[src/rtl/tod_pkg.sv]
// shared types, constants and reciprocal factors for the time of day arithmetic core
// no dependencies
`default_nettype none

package tod_pkg;

  localparam int unsigned DaySec      = 86400;
  localparam int unsigned HourSec     = 3600;
  localparam int unsigned MinSec      = 60;
  localparam int unsigned HoursPerDay = 24;
  localparam int unsigned MaxHour     = 23;
  localparam int unsigned MaxMinute   = 59;

  localparam int unsigned OpW    = 3;
  localparam int unsigned OffW   = 32;
  localparam int unsigned HourW  = 5;
  localparam int unsigned MinW   = 6;
  localparam int unsigned SecW   = 6;
  localparam int unsigned TotW   = 17;
  localparam int unsigned ResW   = 18;
  localparam int unsigned QW     = 16;
  localparam int unsigned RemW   = 12;
  localparam int unsigned RelW   = 2;

  // offset / day by reciprocal, estimate low by at most one
  localparam int unsigned RecipDayShift = 48;
  localparam logic [63:0] RecipDay64    = (64'd1 << RecipDayShift) / 64'(DaySec);
  localparam logic [OffW-1:0] RecipDay  = RecipDay64[OffW-1:0];

  // a negative word is raw - 2^32, so add day minus (2^32 mod day)
  localparam logic [63:0]     Wrap64  = (64'd1 << OffW) % 64'(DaySec);
  localparam logic [63:0]     Adj64   = 64'(DaySec) - Wrap64;
  localparam logic [ResW-1:0] WrapAdj = Adj64[ResW-1:0];

  // exact quotients for values below one day and one hour
  localparam int unsigned  HourShift = 27;
  localparam logic [63:0]  RecipHour64 =
    ((64'd1 << HourShift) + 64'(HourSec) - 64'd1) / 64'(HourSec);
  localparam logic [TotW-1:0] RecipHour = RecipHour64[TotW-1:0];

  localparam int unsigned  MinShift = 18;
  localparam logic [63:0]  RecipMin64 =
    ((64'd1 << MinShift) + 64'(MinSec) - 64'd1) / 64'(MinSec);
  localparam logic [RemW:0] RecipMin = RecipMin64[RemW:0];

  typedef enum logic [OpW-1:0] {
    OP_LOAD      = 3'd0,
    OP_ADD       = 3'd1,
    OP_TICK_UP   = 3'd2,
    OP_TICK_DOWN = 3'd3,
    OP_COMPARE   = 3'd4
  } opcode_t;

  typedef enum logic [RelW-1:0] {
    REL_LESS    = 2'd0,
    REL_EQUAL   = 2'd1,
    REL_GREATER = 2'd2
  } relation_t;

  typedef struct packed {
    logic [HourW-1:0] hour;
    logic [MinW-1:0]  minute;
    logic [SecW-1:0]  second;
  } hms_t;

  typedef struct packed {
    opcode_t         op;
    hms_t            given;
    logic [TotW-1:0] given_total;
    logic            load_ok;
  } cmd_t;

  typedef struct packed {
    cmd_t cmd;
    hms_t delta;
  } xfer_t;

endpackage

`default_nettype wire

[src/rtl/tod_offset_pipe.sv]
// pipeline that turns a command into a forward step of hours, minutes and seconds
// depends on tod_pkg
`default_nettype none

module tod_offset_pipe (
  input  wire logic                        clk,
  input  wire logic                        rst_n,
  input  wire logic                        up_valid,
  output logic                             up_ready,
  input  wire logic [tod_pkg::OpW-1:0]     up_op,
  input  wire logic [tod_pkg::OffW-1:0]    up_offset,
  input  wire tod_pkg::hms_t               up_given,
  output logic                             dn_valid,
  input  wire logic                        dn_ready,
  output tod_pkg::xfer_t                   dn_data
);

  logic v1_r, v2_r, v3_r, v4_r, v5_r, v6_r;
  logic rdy1, rdy2, rdy3, rdy4, rdy5, rdy6;

  tod_pkg::cmd_t s1_cmd_r, s2_cmd_r, s3_cmd_r, s4_cmd_r, s5_cmd_r, s6_cmd_r;
  logic [tod_pkg::OffW-1:0]  s1_raw_r;
  logic [tod_pkg::QW-1:0]    s1_q_r;
  logic                      s2_neg_r;
  logic [tod_pkg::ResW-1:0]  s2_r0_r;
  logic [tod_pkg::TotW-1:0]  s3_res_r, s4_res_r;
  logic [tod_pkg::HourW-1:0] s4_hq_r, s5_hq_r;
  logic [tod_pkg::RemW-1:0]  s5_rem_r;
  logic [tod_pkg::MinW-1:0]  s5_mq_r;
  tod_pkg::hms_t             s6_delta_r;

  tod_pkg::cmd_t             s1_cmd_nxt;
  logic [tod_pkg::QW-1:0]    s1_q_nxt;
  logic [tod_pkg::ResW-1:0]  s2_r0_nxt;
  logic [tod_pkg::TotW-1:0]  s3_res_nxt;
  logic [tod_pkg::HourW-1:0] s4_hq_nxt;
  logic [tod_pkg::RemW-1:0]  s5_rem_nxt;
  logic [tod_pkg::MinW-1:0]  s5_mq_nxt;
  tod_pkg::hms_t             s6_delta_nxt;

  logic [63:0]                  prod_day;
  logic [tod_pkg::OffW-1:0]     q_day;
  logic [tod_pkg::OffW-1:0]     diff_day;
  logic [tod_pkg::ResW-1:0]     adj;
  logic [2*tod_pkg::TotW-1:0]   prod_hour;
  logic [tod_pkg::TotW-1:0]     h_secs;
  logic [tod_pkg::TotW-1:0]     rem_full;
  logic [2*tod_pkg::RemW:0]     prod_min;
  logic [tod_pkg::RemW-1:0]     m_secs;
  logic [tod_pkg::RemW-1:0]     s_full;

  assign rdy6     = !v6_r || dn_ready;
  assign rdy5     = !v5_r || rdy6;
  assign rdy4     = !v4_r || rdy5;
  assign rdy3     = !v3_r || rdy4;
  assign rdy2     = !v2_r || rdy3;
  assign rdy1     = !v1_r || rdy2;
  assign up_ready = rdy1;

  // stage 1: reciprocal estimate of whole days, given time checks
  always_comb begin
    prod_day   = 64'(up_offset) * 64'(tod_pkg::RecipDay);
    s1_q_nxt   = prod_day[tod_pkg::RecipDayShift +: tod_pkg::QW];
    s1_cmd_nxt.op    = tod_pkg::opcode_t'(up_op);
    s1_cmd_nxt.given = up_given;
    s1_cmd_nxt.given_total =
      tod_pkg::TotW'(up_given.hour)   * tod_pkg::TotW'(tod_pkg::HourSec) +
      tod_pkg::TotW'(up_given.minute) * tod_pkg::TotW'(tod_pkg::MinSec) +
      tod_pkg::TotW'(up_given.second);
    s1_cmd_nxt.load_ok =
      (up_given.hour   <= tod_pkg::HourW'(tod_pkg::MaxHour)) &&
      (up_given.minute <= tod_pkg::MinW'(tod_pkg::MaxMinute)) &&
      (up_given.second <= tod_pkg::SecW'(tod_pkg::MaxMinute));
  end

  // stage 2: remainder, below two days
  always_comb begin
    q_day     = tod_pkg::OffW'(s1_q_r) * tod_pkg::OffW'(tod_pkg::DaySec);
    diff_day  = s1_raw_r - q_day;
    s2_r0_nxt = diff_day[tod_pkg::ResW-1:0];
  end

  // stage 3: sign fix and final reduction, tick steps replace the offset
  always_comb begin
    adj = s2_r0_r + (s2_neg_r ? tod_pkg::WrapAdj : '0);
    if (adj >= tod_pkg::ResW'(2 * tod_pkg::DaySec)) begin
      adj = adj - tod_pkg::ResW'(2 * tod_pkg::DaySec);
    end else if (adj >= tod_pkg::ResW'(tod_pkg::DaySec)) begin
      adj = adj - tod_pkg::ResW'(tod_pkg::DaySec);
    end
    case (s2_cmd_r.op)
      tod_pkg::OP_ADD:       s3_res_nxt = adj[tod_pkg::TotW-1:0];
      tod_pkg::OP_TICK_UP:   s3_res_nxt = tod_pkg::TotW'(1);
      tod_pkg::OP_TICK_DOWN: s3_res_nxt = tod_pkg::TotW'(tod_pkg::DaySec - 1);
      default:               s3_res_nxt = '0;
    endcase
  end

  // stage 4: hours
  always_comb begin
    prod_hour = (2*tod_pkg::TotW)'(s3_res_r) * (2*tod_pkg::TotW)'(tod_pkg::RecipHour);
    s4_hq_nxt = prod_hour[tod_pkg::HourShift +: tod_pkg::HourW];
  end

  // stage 5: seconds within the hour, minutes
  always_comb begin
    h_secs     = tod_pkg::TotW'(s4_hq_r) * tod_pkg::TotW'(tod_pkg::HourSec);
    rem_full   = s4_res_r - h_secs;
    s5_rem_nxt = rem_full[tod_pkg::RemW-1:0];
    prod_min   = (2*tod_pkg::RemW+1)'(s5_rem_nxt) * (2*tod_pkg::RemW+1)'(tod_pkg::RecipMin);
    s5_mq_nxt  = prod_min[tod_pkg::MinShift +: tod_pkg::MinW];
  end

  // stage 6: seconds
  always_comb begin
    m_secs              = tod_pkg::RemW'(s5_mq_r) * tod_pkg::RemW'(tod_pkg::MinSec);
    s_full              = s5_rem_r - m_secs;
    s6_delta_nxt.hour   = s5_hq_r;
    s6_delta_nxt.minute = s5_mq_r;
    s6_delta_nxt.second = s_full[tod_pkg::SecW-1:0];
  end

  always_ff @(posedge clk) begin
    if (!rst_n) begin
      v1_r <= 1'b0;
      v2_r <= 1'b0;
      v3_r <= 1'b0;
      v4_r <= 1'b0;
      v5_r <= 1'b0;
      v6_r <= 1'b0;
    end else begin
      if (rdy1) v1_r <= up_valid;
      if (rdy2) v2_r <= v1_r;
      if (rdy3) v3_r <= v2_r;
      if (rdy4) v4_r <= v3_r;
      if (rdy5) v5_r <= v4_r;
      if (rdy6) v6_r <= v5_r;
    end
  end

  always_ff @(posedge clk) begin
    if (rdy1) begin
      s1_cmd_r <= s1_cmd_nxt;
      s1_raw_r <= up_offset;
      s1_q_r   <= s1_q_nxt;
    end
    if (rdy2) begin
      s2_cmd_r <= s1_cmd_r;
      s2_neg_r <= s1_raw_r[tod_pkg::OffW-1];
      s2_r0_r  <= s2_r0_nxt;
    end
    if (rdy3) begin
      s3_cmd_r <= s2_cmd_r;
      s3_res_r <= s3_res_nxt;
    end
    if (rdy4) begin
      s4_cmd_r <= s3_cmd_r;
      s4_res_r <= s3_res_r;
      s4_hq_r  <= s4_hq_nxt;
    end
    if (rdy5) begin
      s5_cmd_r <= s4_cmd_r;
      s5_hq_r  <= s4_hq_r;
      s5_rem_r <= s5_rem_nxt;
      s5_mq_r  <= s5_mq_nxt;
    end
    if (rdy6) begin
      s6_cmd_r   <= s5_cmd_r;
      s6_delta_r <= s6_delta_nxt;
    end
  end

  assign dn_valid      = v6_r;
  assign dn_data.cmd   = s6_cmd_r;
  assign dn_data.delta = s6_delta_r;

endmodule

`default_nettype wire

[src/rtl/tod_clock_core.sv]
// time register with mixed radix step, load and compare, and the result register
// depends on tod_pkg
`default_nettype none

module tod_clock_core (
  input  wire logic                       clk,
  input  wire logic                       rst_n,
  input  wire logic                       up_valid,
  output logic                            up_ready,
  input  wire tod_pkg::xfer_t             up_data,
  output logic                            out_valid,
  input  wire logic                       out_ready,
  output logic [tod_pkg::HourW-1:0]       out_hour_now,
  output logic [tod_pkg::MinW-1:0]        out_minute_now,
  output logic [tod_pkg::SecW-1:0]        out_second_now,
  output logic                            out_load_error,
  output logic [tod_pkg::TotW-1:0]        out_difference_seconds,
  output logic [tod_pkg::RelW-1:0]        out_relation
);

  tod_pkg::hms_t             time_r, time_nxt;
  logic                      out_valid_r;
  tod_pkg::hms_t             res_time_r;
  logic                      res_err_r, err_nxt;
  logic [tod_pkg::TotW-1:0]  res_diff_r, diff_nxt;
  tod_pkg::relation_t        res_rel_r, rel_nxt;

  logic                      take;
  logic [tod_pkg::SecW:0]    sum_s;
  logic [tod_pkg::MinW:0]    sum_m;
  logic [tod_pkg::HourW:0]   sum_h;
  logic                      c_s, c_m;
  tod_pkg::hms_t             stepped;
  logic [tod_pkg::TotW-1:0]  now_total;
  logic [tod_pkg::TotW-1:0]  given_total;

  assign up_ready = !out_valid_r || out_ready;
  assign take     = up_valid && up_ready;

  // forward step, each field of the step already in range
  always_comb begin
    sum_s = {1'b0, time_r.second} + {1'b0, up_data.delta.second};
    c_s   = sum_s >= (tod_pkg::SecW+1)'(tod_pkg::MinSec);
    if (c_s) sum_s = sum_s - (tod_pkg::SecW+1)'(tod_pkg::MinSec);
    sum_m = {1'b0, time_r.minute} + {1'b0, up_data.delta.minute} + (tod_pkg::MinW+1)'(c_s);
    c_m   = sum_m >= (tod_pkg::MinW+1)'(tod_pkg::MinSec);
    if (c_m) sum_m = sum_m - (tod_pkg::MinW+1)'(tod_pkg::MinSec);
    sum_h = {1'b0, time_r.hour} + {1'b0, up_data.delta.hour} + (tod_pkg::HourW+1)'(c_m);
    if (sum_h >= (tod_pkg::HourW+1)'(tod_pkg::HoursPerDay)) begin
      sum_h = sum_h - (tod_pkg::HourW+1)'(tod_pkg::HoursPerDay);
    end
    stepped.hour   = sum_h[tod_pkg::HourW-1:0];
    stepped.minute = sum_m[tod_pkg::MinW-1:0];
    stepped.second = sum_s[tod_pkg::SecW-1:0];
  end

  always_comb begin
    now_total   = tod_pkg::TotW'(time_r.hour)   * tod_pkg::TotW'(tod_pkg::HourSec) +
                  tod_pkg::TotW'(time_r.minute) * tod_pkg::TotW'(tod_pkg::MinSec) +
                  tod_pkg::TotW'(time_r.second);
    given_total = up_data.cmd.given_total;
    time_nxt    = time_r;
    err_nxt     = 1'b0;
    diff_nxt    = '0;
    rel_nxt     = tod_pkg::REL_LESS;
    case (up_data.cmd.op)
      tod_pkg::OP_LOAD: begin
        if (up_data.cmd.load_ok) time_nxt = up_data.cmd.given;
        else err_nxt = 1'b1;
      end
      tod_pkg::OP_ADD, tod_pkg::OP_TICK_UP, tod_pkg::OP_TICK_DOWN: begin
        time_nxt = stepped;
      end
      tod_pkg::OP_COMPARE: begin
        if (now_total < given_total) begin
          diff_nxt = given_total - now_total;
          rel_nxt  = tod_pkg::REL_LESS;
        end else if (now_total == given_total) begin
          rel_nxt  = tod_pkg::REL_EQUAL;
        end else begin
          diff_nxt = now_total - given_total;
          rel_nxt  = tod_pkg::REL_GREATER;
        end
      end
      default: begin
        time_nxt = time_r;
      end
    endcase
  end

  always_ff @(posedge clk) begin
    if (!rst_n) begin
      time_r      <= '0;
      out_valid_r <= 1'b0;
    end else begin
      if (take) time_r <= time_nxt;
      if (up_ready) out_valid_r <= up_valid;
    end
  end

  always_ff @(posedge clk) begin
    if (take) begin
      res_time_r <= time_nxt;
      res_err_r  <= err_nxt;
      res_diff_r <= diff_nxt;
      res_rel_r  <= rel_nxt;
    end
  end

  assign out_valid              = out_valid_r;
  assign out_hour_now           = res_time_r.hour;
  assign out_minute_now         = res_time_r.minute;
  assign out_second_now         = res_time_r.second;
  assign out_load_error         = res_err_r;
  assign out_difference_seconds = res_diff_r;
  assign out_relation           = res_rel_r;

endmodule

`default_nettype wire

[src/rtl/time_of_day_arithmetic_core.sv]
// top level of the time of day arithmetic core: input register, offset pipeline, time register
// depends on tod_pkg, tod_offset_pipe, tod_clock_core
//
//   port group  dir  handshake          word
//   in_*        in   in_valid/in_ready  opcode, offset_seconds, given_hour/minute/second
//   out_*       out  out_valid/out_ready hour/minute/second_now, load_error,
//                                        difference_seconds, relation
//
// one word per cycle sustained while out_ready holds high; a taken word passes in order
// through the input register, six offset pipeline stages and the result register
// the time register sits in the last stage and changes as a word enters the result register
// rst_n clears the time to 00:00:00 and empties every stage
// each stage holds while the one after it is full and stalled, so bubbles are squeezed out
`default_nettype none

module time_of_day_arithmetic_core (
  input  wire logic                           clk,
  input  wire logic                           rst_n,
  input  wire logic                           in_valid,
  output logic                                in_ready,
  input  wire logic [tod_pkg::OpW-1:0]        in_opcode,
  input  wire logic signed [tod_pkg::OffW-1:0] in_offset_seconds,
  input  wire logic [tod_pkg::HourW-1:0]      in_given_hour,
  input  wire logic [tod_pkg::MinW-1:0]       in_given_minute,
  input  wire logic [tod_pkg::SecW-1:0]       in_given_second,
  output logic                                out_valid,
  input  wire logic                           out_ready,
  output logic [tod_pkg::HourW-1:0]           out_hour_now,
  output logic [tod_pkg::MinW-1:0]            out_minute_now,
  output logic [tod_pkg::SecW-1:0]            out_second_now,
  output logic                                out_load_error,
  output logic [tod_pkg::TotW-1:0]            out_difference_seconds,
  output logic [tod_pkg::RelW-1:0]            out_relation
);

  logic                     v0_r;
  logic [tod_pkg::OpW-1:0]  op_r;
  logic [tod_pkg::OffW-1:0] off_r;
  tod_pkg::hms_t            given_r;
  logic                     pipe_ready;
  logic                     core_valid;
  logic                     core_ready;
  tod_pkg::xfer_t           core_data;

  assign in_ready = !v0_r || pipe_ready;

  always_ff @(posedge clk) begin
    if (!rst_n) begin
      v0_r <= 1'b0;
    end else if (in_ready) begin
      v0_r <= in_valid;
    end
  end

  always_ff @(posedge clk) begin
    if (in_ready) begin
      op_r           <= in_opcode;
      off_r          <= in_offset_seconds;
      given_r.hour   <= in_given_hour;
      given_r.minute <= in_given_minute;
      given_r.second <= in_given_second;
    end
  end

  tod_offset_pipe u_offset_pipe (
    .clk       (clk),
    .rst_n     (rst_n),
    .up_valid  (v0_r),
    .up_ready  (pipe_ready),
    .up_op     (op_r),
    .up_offset (off_r),
    .up_given  (given_r),
    .dn_valid  (core_valid),
    .dn_ready  (core_ready),
    .dn_data   (core_data)
  );

  tod_clock_core u_clock_core (
    .clk                    (clk),
    .rst_n                  (rst_n),
    .up_valid               (core_valid),
    .up_ready               (core_ready),
    .up_data                (core_data),
    .out_valid              (out_valid),
    .out_ready              (out_ready),
    .out_hour_now           (out_hour_now),
    .out_minute_now         (out_minute_now),
    .out_second_now         (out_second_now),
    .out_load_error         (out_load_error),
    .out_difference_seconds (out_difference_seconds),
    .out_relation           (out_relation)
  );

endmodule

`default_nettype wire

[config.mk]
export PLATFORM = sky130hd
export DESIGN_NAME = time_of_day_arithmetic_core
export DESIGN_NICKNAME = d
export VERILOG_FILES = /design/src/rtl/tod_pkg.sv /design/src/rtl/tod_offset_pipe.sv /design/src/rtl/tod_clock_core.sv /design/src/rtl/time_of_day_arithmetic_core.sv
export SDC_FILE = /design/constraint.sdc
export NUM_CORES = 2
export LEC_CHECK = 0
export CORE_MARGIN = 2
export CORE_UTILIZATION = 51
export DETAILED_ROUTE_END_ITERATION = 10
export DONT_BUFFER_PORTS = 1
export PLACE_DENSITY = 0.64
export SLEW_MARGIN = 20
export SYNTH_ARGS = -nofsm -noshare
export SYNTH_HDL_FRONTEND = slang
export SYNTH_SLANG_ARGS = --single-unit
[constraint.sdc]
create_clock -name clk -period 11 [get_ports clk]
set_clock_uncertainty 0.15 [all_clocks]
set_input_delay 1.1 -clock clk [delete_from_list [all_inputs] [get_ports clk]]
set_output_delay 1.1 -clock clk [all_outputs]
set_load 0.1 [all_outputs]
Yosys cells after proc, flatten, opt, wreduce, memory -nomap -nowiden
Cells that the tools add are included.
{"block": "totals", "reg_bits": 477, "out_inout_bits": 39, "wordCells": 154}
{"block": "op_classes", "addsub": 20, "n_mul": 10, "magnitude_cmp": 9, "eq_ne": 8, "muxes": 13, "bitwise": 1, "reduce_logical": 22}
{"operator": "2-to-1 mux 17 bit", "count": 5}
{"operator": "multiplier 32 x 31 -> 63 bit (second input constant)", "count": 1}
{"operator": "one-hot mux 17 bit (3 select lines)", "count": 1}
{"operator": "adder 17 x 12 -> 17 bit", "count": 2}
{"operator": "adder 17 x 6 -> 17 bit", "count": 2}
{"operator": "one-hot mux 17 bit (2 select lines)", "count": 1}
{"operator": "subtractor 17 bit", "count": 2}
{"operator": "multiplier 17 x 16 -> 32 bit (second input constant)", "count": 1}
{"operator": "multiplier 5 x 8 -> 13 bit (second input constant)", "count": 2}
{"operator": "multiplier 12 x 12 -> 23 bit (second input constant)", "count": 1}
{"operator": "multiplier 6 x 4 -> 10 bit (second input constant)", "count": 2}
{"operator": "adder 18 x 16 -> 18 bit", "count": 1}
{"operator": ">= comparator 18 x 17 -> 1 bit (second input constant)", "count": 1}
{"operator": ">= comparator 18 bit (second input constant)", "count": 1}
{"operator": "subtractor 18 bit", "count": 1}
{"operator": "== test 17 bit", "count": 1}
{"operator": "< comparator 17 bit", "count": 1}
{"operator": "subtractor 17 x 16 -> 17 bit (second input constant)", "count": 1}
{"operator": "subtractor 17 bit (second input constant)", "count": 1}
{"operator": "multiplier 16 x 10 -> 11 bit (second input constant)", "count": 1}
{"operator": "2-to-1 mux 16 bit", "count": 1}
{"operator": "adder 6 x 6 -> 7 bit", "count": 2}
{"operator": ">= comparator 7 x 6 -> 1 bit (second input constant)", "count": 2}
{"operator": "== test 3 x 2 -> 1 bit (second input constant)", "count": 4}
{"operator": "25 further kinds", "count": 45}

Depth between registers and ports, before layout
{"block": "depth", "word_depth": 9, "depth_mapped": 33, "mapped_depth_nobuf": 33}

Cells and area by module
A second synthesis with hierarchy kept.
{"block": "hier_totals", "cells_unflattened": 3371, "hier_area_um2": 39962.1}
{"module": "tod_offset_pipe", "instances": 1, "cells_each": 2575, "area_each_um2": 31861.8}
{"module": "tod_clock_core", "instances": 1, "cells_each": 740, "area_each_um2": 6490.0}
{"module": "time_of_day_arithmetic_core", "instances": 1, "cells_each": 56, "area_each_um2": 1610.3}

Least setup slack after synthesis
OpenSTA, ideal clock, no wires.
{"block": "synth_timing", "path_kind": "register -> register", "from": "register off_r[11] in the netlist's numbering", "to": "register u_offset_pipe.s1_q_r[10] in the netlist's numbering, data pin", "t_arrival_ns": 6.523, "required_ns": 10.590, "setup_slack_ns": 4.067, "stages_incl_launch_ff": 24, "period_less_slack_ns": 6.933, "cell_sequence": "edfxtp_1 -> fa_1 -> ha_1 -> inv_1 -> fa_1 -> inv_1 -> fa_1 -> fa_1 -> inv_1 -> fa_1 -> inv_1 -> fa_1 -> fa_1 -> ha_1 -> and3_1 -> nand4_1 -> o41a_1 -> a2111oi_1 -> o21ai_1 -> a31oi_2 -> a41oi_2 -> o21ai_2 -> a31oi_1 -> xnor2_1"}
{"block": "synth_between", "elab_chain_len": 1}
{"item": "start, declared", "line_no": "time_of_day_arithmetic_core.sv:38", "text": "logic [tod_pkg::OffW-1:0] off_r;"}
{"item": "start signal, assigned", "line_no": "time_of_day_arithmetic_core.sv:58", "text": "off_r <= in_offset_seconds;"}
{"item": "multiplier 32 x 31 -> 63 bit", "line_no": "tod_offset_pipe.sv:62", "text": "prod_day = 64'(up_offset) * 64'(tod_pkg::RecipDay);"}
{"item": "via u_offset_pipe.prod_day[58]", "line_no": "tod_offset_pipe.sv:41", "text": "logic [63:0] prod_day;"}
{"item": "end signal, assigned", "line_no": "tod_offset_pipe.sv:145", "text": "s1_q_r <= s1_q_nxt;"}
{"item": "end, declared", "line_no": "tod_offset_pipe.sv:23", "text": "logic [tod_pkg::QW-1:0] s1_q_r;"}
The timed path passes the listed nets, and every way through them passes these cells.
A chain may end at the register's enable or synchronous reset.

Final worst setup path
{"block": "layout_timing", "from": "register off_r[8] in the netlist's numbering", "to": "register u_offset_pipe.s1_q_r[8] in the netlist's numbering, data pin"}
Same word-level chain as after synthesis.

==> flow_metrics.tcl <==
set metrics [dict create \
    outcome "completed" \
    synthesis.nets 4569 \
    grt_max_degree 67 \
    yosys_warnings 0 \
    setup-tns-final_ns 0 \
    startpoint_type "flip-flop" \
    htree_levels 2 \
    synth_ff_type "edfxtp_1" \
    maxCapViolCount 0 \
    routabilityCongestion 0.900 \
    met1_length_um 36800 \
    cts_hold_buffers 0 \
    clk_pin_slew_ns 0.06 \
    io_buffers 0 \
    die_h_um 282 \
    worstSetupEndpointType "flip-flop" \
    hold_viol_final 0 \
    drive_above_1_share_pct 4.03 \
    finalCritPeriodShare_pct 78.1 \
    nets 4603 \
    postCtsSetupRepairBufs 0 \
    dr_wl_met2_um 41100 \
    antenna_found_initial 5 \
    post-place-cells 4371 \
    arrival_ns 8.88 \
    vias 23800 \
    syn_avg_cell_area_um2 11.8 \
    final_cell_mix "ha_1, inv_1, edfxtp_1" \
    period_needed_ns 8.59 \
    ctsResizeCount 0 \
    top_layer "met5" \
    cts.sinks 447 \
    syn_inst 3350 \
    slew_headroom_pct 18.7 \
    cts_buffer_depth 3 \
    synth_async_sr_flop_share_pct 0 \
    met3_length_um 3200 \
    fin_ws_ns 2.41 \
    worst_pin_slew_ns 1.22 \
    cp.required_ns 11.28 \
    drc 0 \
    critPathMaxFanout 11 \
    rows 102 \
    die_w_um 282 \
    cts_buffers 51 \
    post-place-ws_ns 2.50 \
    hold_class "reg2reg" \
    grtUsageTotal_pct 22.3 \
    fillCellCount 6617 \
    worst_skew_pair.late_latency_ns 0.61 \
    initial_core_util_pct 51.3 \
    ant_nets 0 \
    final_common_cell "ha_1" \
    die_area_um2 79800 \
    hpwlAfterDp_um 68100 \
    wl_per_cell_um 18.9 \
    syn_area_um2 39600 \
    synth_edf_count 422 \
    via_per_inst 5.34 \
    root_buffer "clkbuf_16" \
    rsz0062_at_grt "no" \
    grt_pass1_wl_um 137000 \
    drtPass1Iterations 5 \
    stdcell_count 4464 \
    syn_to_final_growth_pct 7.35 \
    fmax_mhz 116 \
    synth_seq_area_share_pct 33.3 \
    worstSetupPathType "reg2reg" \
    finalSetupViolCount 0 \
    ios 95 \
    cts_tree "built" \
    ys_types 87 \
    drt_iter0_drc 1192 \
    grt_pass1_vias 25800 \
    routed_wl_um 84200 \
    drv_slew 0 \
    core_um2 77100 \
    gr-total-overflow 0 \
    yosys_register_bits 447 \
]
## worst max-delay path: stages, from the launching register on
cell       delay, ns
edfxtp_1        0.69
fa_1            0.53
ha_1            0.28
inv_1           0.06
fa_1            0.55
inv_1           0.06
fa_1            0.47
fa_1            0.49
inv_1           0.06
fa_1            0.53
inv_1           0.06
fa_1            0.55
fa_1            0.44
ha_1            0.34
and3_1          0.18
nand4_1         0.20
o41a_1          0.40
a2111oi_1       1.03
o21ai_1         0.27
a31oi_2         0.32
a41oi_2         0.23
o21bai_2        0.20
a21o_1          0.15
xor2_1          0.18
## Yosys cell counts, types with 8 or more instances
cell type    n  share of area, %
fa_1       365                18
a211oi_1    14              0.27
nor2_1     112               1.1
inv_1      712               6.8
a21oi_1    154               1.9
mux2i_1      9              0.23
o22ai_1     11              0.17
nand2_1     80              0.76
a21boi_0     8              0.15
a21o_1      52              0.99
xor2_1      34              0.75
nand2b_1    12              0.19
buf_2        8              0.10
clkbuf_1    22              0.21
dfxtp_1     25               1.3
or3_1        8              0.13
o21a_1      18              0.34
xnor2_1    100               2.2
a22oi_1     12              0.23
nand4_1     20              0.32
and2_1      20              0.32
nor2b_1     15              0.24
edfxtp_1   422                32
and3_1      16              0.25
o21bai_1    28              0.53
o211ai_1    18              0.34
o21ai_0     74              0.94
nand3_1     23              0.29
ha_1       798                25
nor3_1      27              0.34
or4_1        9              0.17
a31oi_1     13              0.21
## metrics by stage
step	area, um^2	utilization (%)	hold slack [ns]
finish	42500	55.1	0.233
global route	42500	55.1	0.254
CTS	42400	55.1	0.239
detailed placement	40800	53.0	0.255
global placement	40800	53.0	0.252
floorplan	39600	-	0.250
## cell families after synthesis
family	Yosys count	synth area share [%]
DFF	447	33.3
and+or+nand+nor	381	4.85
adders and majority gates	1163	43.7
muxes	12	0.313
AOI/OAI and AO/OA	466	7.65
xor gates and xnor gates	136	3.05
buffers and inverters	745	7.12
## per-layer routing
| metal | GRT usage (%) | vias up |
|---|---|---|
| met2 | 38.2 | 410 |
| li1 | - | 11500 |
| met5 | 0 | - |
| met4 | 7.71 | 8 |
| met3 | 2.82 | 143 |
| met1 | 29.1 | 11800 |
## layout make-up
cell class                      count  area [um^2]  area share (%)
Multi-Input combinational cell   2158        23600            55.5
Sequential cell                   447        13200            31.0
Inverter                          712         2680            6.30
Clock buffer                       64         1350            3.17
Tap cell                         1040         1300            3.06
Clock inverter                     28          273           0.642
Timing Repair Buffer               14          105           0.248
Antenna cell                        1         2.50         0.00589
## worst paths after layout
kind	to	slack (ns)	depth (start not counted)	start
min reg2reg	u_offset_pipe.dn_data[53]	0.23	0	u_offset_pipe.s5_cmd_r[36]
min	u_offset_pipe.dn_data[53]	0.23	0	u_offset_pipe.s5_cmd_r[36]
max	u_offset_pipe.s1_q_r[8]	2.41	23	off_r[8]
max reg2reg	u_offset_pipe.s1_q_r[8]	2.41	23	off_r[8]
## sequential cells by signal, summed over array words and instances (netlist names), 11 cells and up
name,flops
u_offset_pipe.s4_cmd_r,36
given_r,17
u_offset_pipe.s1_q_r,11
u_offset_pipe.s4_res_r,12
u_clock_core.out_difference_seconds,17
off_r,32
u_offset_pipe.s3_cmd_r,36
u_offset_pipe.s3_res_r,17
u_offset_pipe.s5_cmd_r,36
u_offset_pipe.s2_cmd_r,36
u_offset_pipe.s1_raw_r,19
u_offset_pipe.s2_r0_r,18
u_clock_core.time_r,17
u_offset_pipe.s1_cmd_r,36
u_offset_pipe.dn_data,53
Power is not shown: default switching activity piles up to over one toggle a cycle in this logic, so the estimate is an artifact.
